**src/design/sfs_pkg.sv**
```systemverilog
// ----------------------------------------------------------------------------
// sfs_pkg
// Shared types, widths and the control program of the square-free splitter.
// ----------------------------------------------------------------------------
package sfs_pkg;

    localparam int VALUE_BITS = 31;                  // working width of n
    localparam int IN_BITS    = 31;                  // width of the value port
    localparam int ROOT_BITS  = 16;                  // width of square_root_part
    localparam int FREE_BITS  = 31;                  // width of square_free_part
    localparam int D_BITS     = VALUE_BITS / 2 + 1;  // trial divisor width
    localparam int CNT_BITS   = $clog2(VALUE_BITS + 1);
    localparam int PC_BITS    = 5;

    localparam logic [D_BITS-1:0] FIRST_DIVISOR = D_BITS'(2);

    typedef logic [PC_BITS-1:0] sfs_pc_t;

    typedef enum logic [3:0] {
        OP_NOP,
        OP_LOAD,
        OP_DIV_START,
        OP_HIT,
        OP_MUL_AD,
        OP_MUL_BD,
        OP_MUL_BR,
        OP_WR_A,
        OP_WR_A_REM1,
        OP_WR_B,
        OP_INC_D,
        OP_EMIT
    } sfs_op_t;

    typedef enum logic [3:0] {
        C_NEVER,
        C_ALWAYS,
        C_IN_VALID,
        C_DIV_DONE,
        C_LOOP_EXIT,
        C_REM_NZ,
        C_NOT_ODD,
        C_REM_NE_D,
        C_REM_LE1,
        C_OUT_FREE
    } sfs_cond_t;

    // hold: stay on this step when the condition is false
    typedef struct packed {
        sfs_op_t   op;
        sfs_cond_t cond;
        logic      hold;
        sfs_pc_t   target;
    } sfs_uword_t;

    typedef struct packed {
        logic start;
    } sfs_div_ctrl_t;

    typedef struct packed {
        logic busy;
    } sfs_div_stat_t;

    localparam sfs_pc_t S_IDLE  = sfs_pc_t'(0);
    localparam sfs_pc_t S_DIV   = sfs_pc_t'(1);
    localparam sfs_pc_t S_DIVW  = sfs_pc_t'(2);
    localparam sfs_pc_t S_TEST  = sfs_pc_t'(3);
    localparam sfs_pc_t S_CHK   = sfs_pc_t'(4);
    localparam sfs_pc_t S_HIT   = sfs_pc_t'(5);
    localparam sfs_pc_t S_HMUL  = sfs_pc_t'(6);
    localparam sfs_pc_t S_HWR   = sfs_pc_t'(7);
    localparam sfs_pc_t S_MISS  = sfs_pc_t'(8);
    localparam sfs_pc_t S_MMUL  = sfs_pc_t'(9);
    localparam sfs_pc_t S_MWR   = sfs_pc_t'(10);
    localparam sfs_pc_t S_INC   = sfs_pc_t'(11);
    localparam sfs_pc_t S_TAIL  = sfs_pc_t'(12);
    localparam sfs_pc_t S_TPAIR = sfs_pc_t'(13);
    localparam sfs_pc_t S_TAMUL = sfs_pc_t'(14);
    localparam sfs_pc_t S_TAWR  = sfs_pc_t'(15);
    localparam sfs_pc_t S_TB    = sfs_pc_t'(16);
    localparam sfs_pc_t S_TBWR  = sfs_pc_t'(17);
    localparam sfs_pc_t S_LEFT  = sfs_pc_t'(18);
    localparam sfs_pc_t S_LMUL  = sfs_pc_t'(19);
    localparam sfs_pc_t S_LWR   = sfs_pc_t'(20);
    localparam sfs_pc_t S_OUT   = sfs_pc_t'(21);

    function automatic sfs_uword_t mk(sfs_op_t op, sfs_cond_t cond, logic hold,
                                      sfs_pc_t target);
        sfs_uword_t w;
        w.op     = op;
        w.cond   = cond;
        w.hold   = hold;
        w.target = target;
        return w;
    endfunction

    // Control store: one word per step
    function automatic sfs_uword_t ucode(sfs_pc_t pc);
        sfs_uword_t w;
        case (pc)
            S_IDLE:  w = mk(OP_LOAD,      C_IN_VALID,  1'b1, S_DIV);
            S_DIV:   w = mk(OP_DIV_START, C_NEVER,     1'b0, S_IDLE);
            S_DIVW:  w = mk(OP_NOP,       C_DIV_DONE,  1'b1, S_TEST);
            S_TEST:  w = mk(OP_NOP,       C_LOOP_EXIT, 1'b0, S_TAIL);
            S_CHK:   w = mk(OP_NOP,       C_REM_NZ,    1'b0, S_MISS);
            S_HIT:   w = mk(OP_HIT,       C_NOT_ODD,   1'b0, S_DIV);
            S_HMUL:  w = mk(OP_MUL_AD,    C_NEVER,     1'b0, S_IDLE);
            S_HWR:   w = mk(OP_WR_A,      C_ALWAYS,    1'b0, S_DIV);
            S_MISS:  w = mk(OP_NOP,       C_NOT_ODD,   1'b0, S_INC);
            S_MMUL:  w = mk(OP_MUL_BD,    C_NEVER,     1'b0, S_IDLE);
            S_MWR:   w = mk(OP_WR_B,      C_NEVER,     1'b0, S_IDLE);
            S_INC:   w = mk(OP_INC_D,     C_ALWAYS,    1'b0, S_DIV);
            S_TAIL:  w = mk(OP_NOP,       C_NOT_ODD,   1'b0, S_LEFT);
            S_TPAIR: w = mk(OP_NOP,       C_REM_NE_D,  1'b0, S_TB);
            S_TAMUL: w = mk(OP_MUL_AD,    C_NEVER,     1'b0, S_IDLE);
            S_TAWR:  w = mk(OP_WR_A_REM1, C_ALWAYS,    1'b0, S_LEFT);
            S_TB:    w = mk(OP_MUL_BD,    C_NEVER,     1'b0, S_IDLE);
            S_TBWR:  w = mk(OP_WR_B,      C_NEVER,     1'b0, S_IDLE);
            S_LEFT:  w = mk(OP_NOP,       C_REM_LE1,   1'b0, S_OUT);
            S_LMUL:  w = mk(OP_MUL_BR,    C_NEVER,     1'b0, S_IDLE);
            S_LWR:   w = mk(OP_WR_B,      C_NEVER,     1'b0, S_IDLE);
            S_OUT:   w = mk(OP_EMIT,      C_OUT_FREE,  1'b1, S_IDLE);
            default: w = mk(OP_NOP,       C_ALWAYS,    1'b0, S_IDLE);
        endcase
        return w;
    endfunction

endpackage

```
**src/design/sfs_divider.sv**
```systemverilog
// ----------------------------------------------------------------------------
// sfs_divider
// Restoring divider, one quotient bit per cycle; gives quotient and remainder.
// ----------------------------------------------------------------------------
module sfs_divider (
    input  logic                                 clk,
    input  logic                                 rst_n,
    input  sfs_pkg::sfs_div_ctrl_t               ctrl,
    input  logic [sfs_pkg::VALUE_BITS-1:0]       dividend,
    input  logic [sfs_pkg::D_BITS-1:0]           divisor,
    output sfs_pkg::sfs_div_stat_t               stat,
    output logic [sfs_pkg::VALUE_BITS-1:0]       quotient,
    output logic [sfs_pkg::D_BITS-1:0]           remainder
);

    logic [sfs_pkg::CNT_BITS-1:0]   cnt_reg,  cnt_next;
    logic [sfs_pkg::VALUE_BITS-1:0] q_reg,    q_next;
    logic [sfs_pkg::D_BITS-1:0]     r_reg,    r_next;
    logic [sfs_pkg::D_BITS-1:0]     dvs_reg,  dvs_next;
    logic [sfs_pkg::D_BITS:0]       trial;
    logic [sfs_pkg::D_BITS:0]       diff;
    logic                           fits;

    assign trial = {r_reg, q_reg[sfs_pkg::VALUE_BITS-1]};
    assign diff  = trial - {1'b0, dvs_reg};
    assign fits  = ~diff[sfs_pkg::D_BITS];

    always_comb
    begin
        cnt_next = cnt_reg;
        q_next   = q_reg;
        r_next   = r_reg;
        dvs_next = dvs_reg;
        if (ctrl.start)
        begin
            cnt_next = sfs_pkg::CNT_BITS'(sfs_pkg::VALUE_BITS);
            q_next   = dividend;
            r_next   = '0;
            dvs_next = divisor;
        end
        else if (cnt_reg != '0)
        begin
            // shift in one dividend bit, subtract when it fits
            cnt_next = cnt_reg - 1'b1;
            q_next   = {q_reg[sfs_pkg::VALUE_BITS-2:0], fits};
            r_next   = fits ? diff[sfs_pkg::D_BITS-1:0] : trial[sfs_pkg::D_BITS-1:0];
        end
    end

    always_ff @(posedge clk or negedge rst_n)
    begin
        if (!rst_n)
        begin
            cnt_reg <= '0;
        end
        else
        begin
            cnt_reg <= cnt_next;
        end
    end

    always_ff @(posedge clk)
    begin
        q_reg   <= q_next;
        r_reg   <= r_next;
        dvs_reg <= dvs_next;
    end

    assign stat.busy = (cnt_reg != '0);
    assign quotient  = q_reg;
    assign remainder = r_reg;

endmodule

```
**src/design/square_free_split_core.sv**
```systemverilog
// ----------------------------------------------------------------------------
// square_free_split_core
// Splits n into a and b with n = a*a*b and b square-free, by trial division.
// ----------------------------------------------------------------------------
// Usage:
//   Input channel in_valid/in_ready carries value (n). Output channel
//   out_valid/out_ready carries square_root_part (a) and square_free_part (b).
//   One result transaction follows every input transaction, in order.
//   A microcoded sequencer walks divisors 2, 3, 5, 7, 9, ... while d*d <= n'.
//   Each trial divisor runs one pass of the bit-serial divider plus its
//   control steps; a found factor costs one more divider pass, and a large
//   prime n takes up to about 23200 trials. One item is worked at a time;
//   in_ready is high only while the sequencer sits at its idle step.
//   The result sits in an output register, so a new input is taken while the
//   previous result still waits; if out_ready stays low the sequencer holds
//   at its emit step until the register frees up.
//   Reset clears the step counter, the divider count and out_valid.
// ----------------------------------------------------------------------------
module square_free_split_core (
    input  logic                              clk,
    input  logic                              rst_n,
    input  logic                              in_valid,
    output logic                              in_ready,
    input  logic [sfs_pkg::IN_BITS-1:0]       value,
    output logic                              out_valid,
    input  logic                              out_ready,
    output logic [sfs_pkg::ROOT_BITS-1:0]     square_root_part,
    output logic [sfs_pkg::FREE_BITS-1:0]     square_free_part
);

    localparam int VB = sfs_pkg::VALUE_BITS;
    localparam int DB = sfs_pkg::D_BITS;

    sfs_pkg::sfs_pc_t        pc_reg, pc_next;
    sfs_pkg::sfs_uword_t     uw;
    logic                    cond_true;
    logic                    out_free;

    logic [VB-1:0]           rem_reg,  rem_next;
    logic [DB-1:0]           d_reg,    d_next;
    logic [DB-1:0]           a_reg,    a_next;
    logic [VB-1:0]           b_reg,    b_next;
    logic                    odd_reg,  odd_next;
    logic [2*VB-1:0]         prod_reg, prod_next;
    logic [VB-1:0]           mul_x;
    logic [VB-1:0]           mul_y;
    logic                    out_valid_reg, out_valid_next;
    logic [sfs_pkg::ROOT_BITS-1:0] root_reg, root_next;
    logic [sfs_pkg::FREE_BITS-1:0] free_reg, free_next;

    sfs_pkg::sfs_div_ctrl_t  div_ctrl;
    sfs_pkg::sfs_div_stat_t  div_stat;
    logic [VB-1:0]           div_q;
    logic [DB-1:0]           div_r;

    sfs_divider u_div (
        .clk       (clk),
        .rst_n     (rst_n),
        .ctrl      (div_ctrl),
        .dividend  (rem_reg),
        .divisor   (d_reg),
        .stat      (div_stat),
        .quotient  (div_q),
        .remainder (div_r)
    );

    assign uw             = sfs_pkg::ucode(pc_reg);
    assign out_free       = ~out_valid_reg | out_ready;
    assign in_ready       = (pc_reg == sfs_pkg::S_IDLE);
    assign div_ctrl.start = (uw.op == sfs_pkg::OP_DIV_START);

    // condition select and step sequencing
    always_comb
    begin
        case (uw.cond)
            sfs_pkg::C_NEVER:     cond_true = 1'b0;
            sfs_pkg::C_ALWAYS:    cond_true = 1'b1;
            sfs_pkg::C_IN_VALID:  cond_true = in_valid;
            sfs_pkg::C_DIV_DONE:  cond_true = ~div_stat.busy;
            sfs_pkg::C_LOOP_EXIT: cond_true = (VB'(d_reg) > div_q);
            sfs_pkg::C_REM_NZ:    cond_true = (div_r != '0);
            sfs_pkg::C_NOT_ODD:   cond_true = ~odd_reg;
            sfs_pkg::C_REM_NE_D:  cond_true = (rem_reg != VB'(d_reg));
            sfs_pkg::C_REM_LE1:   cond_true = (rem_reg <= VB'(1));
            sfs_pkg::C_OUT_FREE:  cond_true = out_free;
            default:              cond_true = 1'b0;
        endcase

        if (cond_true)
        begin
            pc_next = uw.target;
        end
        else if (uw.hold)
        begin
            pc_next = pc_reg;
        end
        else
        begin
            pc_next = pc_reg + 1'b1;
        end
    end

    // datapath
    always_comb
    begin
        rem_next       = rem_reg;
        d_next         = d_reg;
        a_next         = a_reg;
        b_next         = b_reg;
        odd_next       = odd_reg;
        prod_next      = prod_reg;
        root_next      = root_reg;
        free_next      = free_reg;
        out_valid_next = out_valid_reg & ~out_ready;
        mul_x          = b_reg;
        mul_y          = VB'(d_reg);

        case (uw.op)
            sfs_pkg::OP_MUL_AD:
            begin
                mul_x = VB'(a_reg);
            end
            sfs_pkg::OP_MUL_BR:
            begin
                mul_y = rem_reg;
            end
            default:
            begin
            end
        endcase

        case (uw.op)
            sfs_pkg::OP_LOAD:
            begin
                if (in_valid)
                begin
                    rem_next = VB'(value);
                    d_next   = sfs_pkg::FIRST_DIVISOR;
                    a_next   = DB'(1);
                    b_next   = VB'(1);
                    odd_next = 1'b0;
                end
            end
            sfs_pkg::OP_HIT:
            begin
                rem_next = div_q;
                odd_next = ~odd_reg;
            end
            sfs_pkg::OP_MUL_AD, sfs_pkg::OP_MUL_BD, sfs_pkg::OP_MUL_BR:
            begin
                prod_next = mul_x * mul_y;
            end
            sfs_pkg::OP_WR_A:
            begin
                a_next = prod_reg[DB-1:0];
            end
            sfs_pkg::OP_WR_A_REM1:
            begin
                a_next   = prod_reg[DB-1:0];
                rem_next = VB'(1);
            end
            sfs_pkg::OP_WR_B:
            begin
                b_next   = prod_reg[VB-1:0];
                odd_next = 1'b0;
            end
            sfs_pkg::OP_INC_D:
            begin
                // after 2, step over even divisors
                d_next = (d_reg == sfs_pkg::FIRST_DIVISOR) ? DB'(3) : DB'(d_reg + DB'(2));
            end
            sfs_pkg::OP_EMIT:
            begin
                if (out_free)
                begin
                    root_next      = sfs_pkg::ROOT_BITS'(a_reg);
                    free_next      = sfs_pkg::FREE_BITS'(b_reg);
                    out_valid_next = 1'b1;
                end
            end
            default:
            begin
            end
        endcase
    end

    always_ff @(posedge clk or negedge rst_n)
    begin
        if (!rst_n)
        begin
            pc_reg        <= sfs_pkg::S_IDLE;
            out_valid_reg <= 1'b0;
        end
        else
        begin
            pc_reg        <= pc_next;
            out_valid_reg <= out_valid_next;
        end
    end

    always_ff @(posedge clk)
    begin
        rem_reg  <= rem_next;
        d_reg    <= d_next;
        a_reg    <= a_next;
        b_reg    <= b_next;
        odd_reg  <= odd_next;
        prod_reg <= prod_next;
        root_reg <= root_next;
        free_reg <= free_next;
    end

    assign out_valid        = out_valid_reg;
    assign square_root_part = root_reg;
    assign square_free_part = free_reg;

    // a finished division always leaves a remainder below the divisor
    assert property (@(posedge clk) disable iff (!rst_n)
        (pc_reg == sfs_pkg::S_TEST) |-> (div_r < d_reg))
        else $error("divider remainder not below divisor");

    // never restart the divider while it is still running
    assert property (@(posedge clk) disable iff (!rst_n)
        (uw.op == sfs_pkg::OP_DIV_START) |-> !div_stat.busy)
        else $error("divider started while busy");

    // past the first divisor only odd divisors are tried
    assert property (@(posedge clk) disable iff (!rst_n)
        (pc_reg != sfs_pkg::S_IDLE && d_reg != sfs_pkg::FIRST_DIVISOR) |-> d_reg[0])
        else $error("even trial divisor");

    // a new result appears only from the emit step
    assert property (@(posedge clk) disable iff (!rst_n)
        $rose(out_valid_reg) |-> ($past(pc_reg) == sfs_pkg::S_OUT))
        else $error("result raised outside emit step");

    // both parts are at least one
    assert property (@(posedge clk) disable iff (!rst_n)
        out_valid_reg |-> (root_reg != '0 && free_reg != '0))
        else $error("zero result part");

endmodule
```
**config.mk**
```make
export PLATFORM = sky130hd
export DESIGN_NAME = square_free_split_core
export DESIGN_NICKNAME = d
export VERILOG_FILES = /design/src/design/sfs_pkg.sv /design/src/design/sfs_divider.sv /design/src/design/square_free_split_core.sv
export SDC_FILE = /design/constraint.sdc
export NUM_CORES = 2
export LEC_CHECK = 0
export ABC_AREA = 0
export BUFFER_PORTS_ARGS = -buffer_cell sky130_fd_sc_hd__clkbuf_2
export CAP_MARGIN = 5
export CORE_MARGIN = 2
export CORE_UTILIZATION = 60
export CTS_BUF_LIST = sky130_fd_sc_hd__clkbuf_2 sky130_fd_sc_hd__clkbuf_4 sky130_fd_sc_hd__clkbuf_8
export DETAILED_ROUTE_END_ITERATION = 8
export GPL_ROUTABILITY_DRIVEN = 0
export PLACE_DENSITY = 0.77
export SYNTH_ARGS = -nofsm -noshare
export SYNTH_HDL_FRONTEND = slang
export SYNTH_HIERARCHICAL = 1
export SYNTH_SLANG_ARGS = --single-unit
```
**constraint.sdc**
```tcl
create_clock -name clk -period 13.7 [get_ports clk]
set_clock_uncertainty 0.15 [all_clocks]
set_input_delay 0.685 -clock clk [delete_from_list [all_inputs] [get_ports clk]]
set_output_delay 0.685 -clock clk [all_outputs]
set_load 0.005 [all_outputs]
```
==> Word-level counts from Yosys, hierarchy flattened <==
Memories as Yosys holds them, arrays and structs flattened.
Index checks and enable logic that the tools add are counted.
{ "totals": {"reg_bits": 247, "n_memories": 1, "in_bits": 35, "romBits": 448} }
{ "op_classes": {"addsub": 4, "bitwise": 7, "eq_ne": 24, "magnitude_cmp": 2, "n_mux": 23, "mul": 1, "n_reduce_logical": 17} }
{ "mem_list": {"columns": ["name", "depth", "word_bits", "read_ports", "rd_clocked_by_memory_dff", "write_ports", "line", "text"], "rows": [
  ["(name not given)", 32, 14, 1, 0, 0, "sfs_pkg.sv:99", "case (pc)"]
]} }
{ "ops": {"columns": ["operator", "n"], "rows": [
  ["two-way mux 31 bit", 6],
  ["one-hot mux 31 bit (3 select lines)", 1],
  ["two-way mux 16 bit", 4],
  ["one-hot mux 16 bit (2 select lines)", 2],
  ["one-hot mux 31 bit (2 select lines)", 1],
  ["equality test 4 x 3 -> 1 bit, second input constant", 8],
  ["> comparator 16 x 31 -> 1 bit", 1],
  ["less-or-equal comparator 31 x 1 -> 1 bit, second input constant", 1],
  ["multiplier 31 x 31 -> 31 bit", 1],
  ["inequality test 31 x 16 -> 1 bit", 1],
  ["equality test 4 bit, second input constant", 6],
  ["two-way mux 5 bit", 4],
  ["subtractor 17 x 16 -> 17 bit", 1],
  ["adder 16 x 2 -> 16 bit, second input constant", 1],
  ["equality test 16 x 2 -> 1 bit, second input constant", 1],
  ["equality test 4 x 2 -> 1 bit, second input constant", 4],
  ["nonzero test 16 bit", 1],
  ["AND reduction 2 bit", 6],
  ["one-hot mux 1 bit (9 select lines)", 1],
  ["equality test 4 x 1 -> 1 bit, second input constant", 2],
  ["nonzero test 2 bit", 4],
  ["nonzero test 3 bit", 2],
  ["adder 5 x 1 -> 5 bit, second input constant", 1],
  ["logical NOT 5 bit", 1],
  ["11 further kinds", 17]
]} }

==> Depth between registers and ports, before layout <==
An unclocked memory read counts as a cell.
{ "depth": {"depth_word": 5, "mapped_depth": 41, "ltp_nobuf": 35} }

==> By module <==
The synthesis kept the hierarchy.
{ "modules_own_cells": {"columns": ["mod", "n_inst", "seq_area_each_um2", "area_each_um2", "cells_each"], "rows": [
  ["square_free_split_core", 1, 5345.1, 22794.4, 2289],
  ["sfs_divider", 1, 1856.8, 3603.5, 313]
]} }

==> Worst setup path after synthesis <==
No wires, ideal clock.
{ "synth_path": {"path_kind": "flip-flop to flip-flop", "startpoint": "register pc_reg[0]", "endpoint": "register prod_reg[30], data pin", "arrival_ns": 9.637, "setup_time_ns": 0.258, "required_ns": 13.292, "period_less_slack_ns": 10.045, "path_stages_with_launch": 38, "slack_ns": 3.655, "cell_sequence": "dfrtp_1 > clkbuf_1 > inv_1 > ha_1 > or4b_4 > o221ai_2 > and3_1 > buf_4 > nand3_4 > buf_6 > clkbuf_1 > buf_1 > mux2i_1 > nor2_1 > fa_1 > fa_1 > fa_1 > inv_1 > (+2 left out) > fa_1 > inv_1 > fa_1 > inv_1 > fa_1 > fa_1 > ha_1 > a21oi_1 > a21boi_0 > a31oi_1 > o21a_1 > nand2_1 > o21ai_0 > a21o_1 > a41o_1 > or4_1 > a41o_1 > xnor2_1"} }
{ "synth_via": {"elab_chain_len": 4} }
{ "synth_lines": {"columns": ["element", "line", "text"], "rows": [
  ["start: declaration", "square_free_split_core.sv:34", "sfs_pkg::sfs_pc_t pc_reg, pc_next;"],
  ["start signal: assignment", "square_free_split_core.sv:191", "pc_reg <= sfs_pkg::S_IDLE;"],
  ["start signal: assignment", "square_free_split_core.sv:196", "pc_reg <= pc_next;"],
  ["memory read (32 x 14 bit) *", null, null],
  ["equality test 4 x 3 -> 1 bit", "square_free_split_core.sv:118", "case (uw.op)"],
  ["two-way mux 31 bit", "square_free_split_core.sv:118", null],
  ["multiplier 31 x 31 -> 31 bit *", "square_free_split_core.sv:151", "prod_next = mul_x * mul_y;"],
  ["end signal: assignment", "square_free_split_core.sv:208", "prod_reg <= prod_next;"],
  ["end: declaration", "square_free_split_core.sv:44", "logic [2*VB-1:0] prod_reg, prod_next;"]
]} }
Every way passes the cells marked *; elsewhere a longest branch is shown, timed or not.
A chain may end at the register's enable or synchronous reset.

==> Worst setup path in the final report <==
{ "layout_path": {"startpoint": "register pc_reg[2]", "endpoint": "register prod_reg[30], data pin"} }
Same word-level chain as after synthesis.

==> reports/results.ini <==
[synth]
ys_seq_elements=247
yosysSeqAreaShare_pct=27.28
ys.flop_type=edfxtp_1
synth_warnings=6
synth.area.top_cells=fa_1 29%, edfxtp_1 25%, ha_1 7.6%, inv_1 5.7%, nor2_1 4.2%
syn_nets=3179
ys_types=71
synth_enable_flop_cells=220
synth_cells=2602
syn_avg_cell_area_um2=10.15
synth_area_um2=26400
netlist.area_leader.share_pct=28.89
ys_async_sr_fraction_pct=4.453
yosysTopAreaCell=fa_1

[sta]
tightest_slew_ns=1.253
tns_ns=0
timing.final.crit_period_ns=11.88
timing.fmax_mhz=84.18
finalHoldViolations=0
slew_headroom_pct=16.19
setup_viol=0
rsz0062_at_grt=false
drv_slew=0
post-route-period-util_pct=86.71

[setup_path]
slowest_delay_ns=0.97
crit_family=adder cells
endpoint_kind=flip-flop
arrival_ns=12.10
cp_num_buf_inv=5
worstPathRequired_ns=13.92
rrSetupSlack_ns=1.82
path_depth=32
reg2reg_depth=32
critical_path.max_fanout=84
start_kind=flip-flop
critPathKind=reg -> reg
cp_common_cell=fa_1
slowest_stage=nand3_4

[final_layout]
nets=3231
n_antenna_cell=0
syn_to_final_growth_pct=7.726
drive_above_1_share_pct=10.75

[route]
drtPass1Iterations=6
wirelength_um=74690
vias=20030
ant_nets=0
drt_iter0_drc=2117
wire_per_inst_um=22.81
via_per_inst=6.119
drc=0

[cts]
cts_tree=built
cts_setup_buffers=0
clock-sinks=247
cts_root_buffer=clkbuf_8
cts_max_path_buffers=3
clock_latency_ns=0.63
path_clk_slew_ns=0.07
cts_buffers=43
ctsHtreeMaxLevel=2

[global_route]
busiest_layer=met2
grt_pass1_vias=21140
antenna_found_initial=1
grt_first_pass_wirelength_um=117300
track_usage_pct=34.42
grt.overflow.total=0
gr-usage-met3_pct=10.71
grt_max_degree=85
met1_usage_pct=44.32
met2_usage_pct=51.50

[floorplanning]
io_pins=84
start_util_pct=61.01
num_rows=76
die-area_um2=45690
die_h_um=213.8
die_x_um=213.8
core-area_um2=43270

[min_path]
hp-class=in -> reg
min_delay_path_depth=2

[placement]
io_buffers=83
hpwlAfterDp_um=56710

[job]
cap_violations=0

[status]
status=completed

==> per-layer routing <==
metal  vias to the layer above  part of all wire [%]
met3                       326                    13
li1                       8515                     -
met4                         2                   7.1
met2                      1301                    43
met5                         -                 0.017
met1                      9888                    37
==> cell usage in the layout (no fill, tap or decap), types with 33 or more instances in the layout <==
| cell type | n |
|---|---|
| xor2_1 | 36 |
| ha_1 | 161 |
| a22o_1 | 33 |
| xnor2_1 | 80 |
| nand2_1 | 258 |
| inv_1 | 400 |
| buf_4 | 42 |
| clkbuf_8 | 46 |
| nand3_1 | 84 |
| o21ai_0 | 35 |
| a21oi_1 | 56 |
| and2_1 | 60 |
| fa_1 | 381 |
| clkbuf_2 | 83 |
| mux2i_1 | 38 |
| mux2_2 | 53 |
| edfxtp_1 | 220 |
| nor2_1 | 294 |
==> synthesized netlist by cell type, types with 10 or more instances <==
master      n
nor3_1     18
a21o_1     24
clkbuf_1   89
and3_1     23
inv_1     400
dfxtp_1    16
nand2_1   258
xnor2_1    80
mux2_2     53
nor4_1     27
a31oi_1    13
buf_1      13
o21ai_0    35
a21oi_1    57
edfxtp_1  220
nand2b_1   19
nor2b_1    10
xor2_1     36
nor2_1    296
a211oi_1   22
nand3_1    84
o21a_1     11
a22o_1     33
fa_1      381
buf_2      10
nand4_1    14
and2_1     60
ha_1      161
dfrtp_1    11
mux2i_1    43
==> cell type report <==
cell class                 instances  area [um2]
fill                            3279       14830
tap                              585       732.0
inverter                         401        1505
multi-input combinational       1835       17270
timing repair buffer             126       740.7
clock inverter                    18       236.5
clock buffer                      62       753.2
sequential                       247        7202
==> kinds of logic after synthesis <==
family / synth area share (%)
AO/OA/AOI/OAI: 6.119
XOR/XNOR: 4.228
adder cells (fa/ha/maj): 36.52
buffers and inverters: 7.560
flip-flops: 27.28
multiplexers: 4.109
AND/OR/NAND/NOR: 14.18
==> repair_timing <==
action,in CTS,in global routing
gates resized for setup,0,0
hold buffers,1,0
endpoints found under the hold margin,11,0
==> path summary, 6_finish.rpt <==
check | startpoint | to
worst max-delay path | pc_reg[2] | prod_reg[30]
worst min-delay path | out_ready | out_valid
worst max register to register | pc_reg[2] | prod_reg[30]
worst min register to register | b_reg[30] | square_free_part[30]
max in group asynchronous | rst_n | pc_reg[0]
min in group asynchronous | rst_n | pc_reg[2]
==> metrics by stage <==
stage               area [um2]  utilization, %  hold WS, ns  std cells  setup slack, ns
finish                   28440           65.73       0.1494       3274            1.821
global route             28440           65.73       0.1499       3274            1.221
CTS                      28440           65.73       0.1323       3274            1.968
detailed placement       27440           63.42       0.3187       3193            2.009
global placement         27440           63.42       0.3203       3193            2.582
floorplan                26400               -       0.2394       2602            3.655
Power is left out: the tool's default activity adds up to more than one toggle a clock period on the data nets, which glitch-free logic cannot reach.
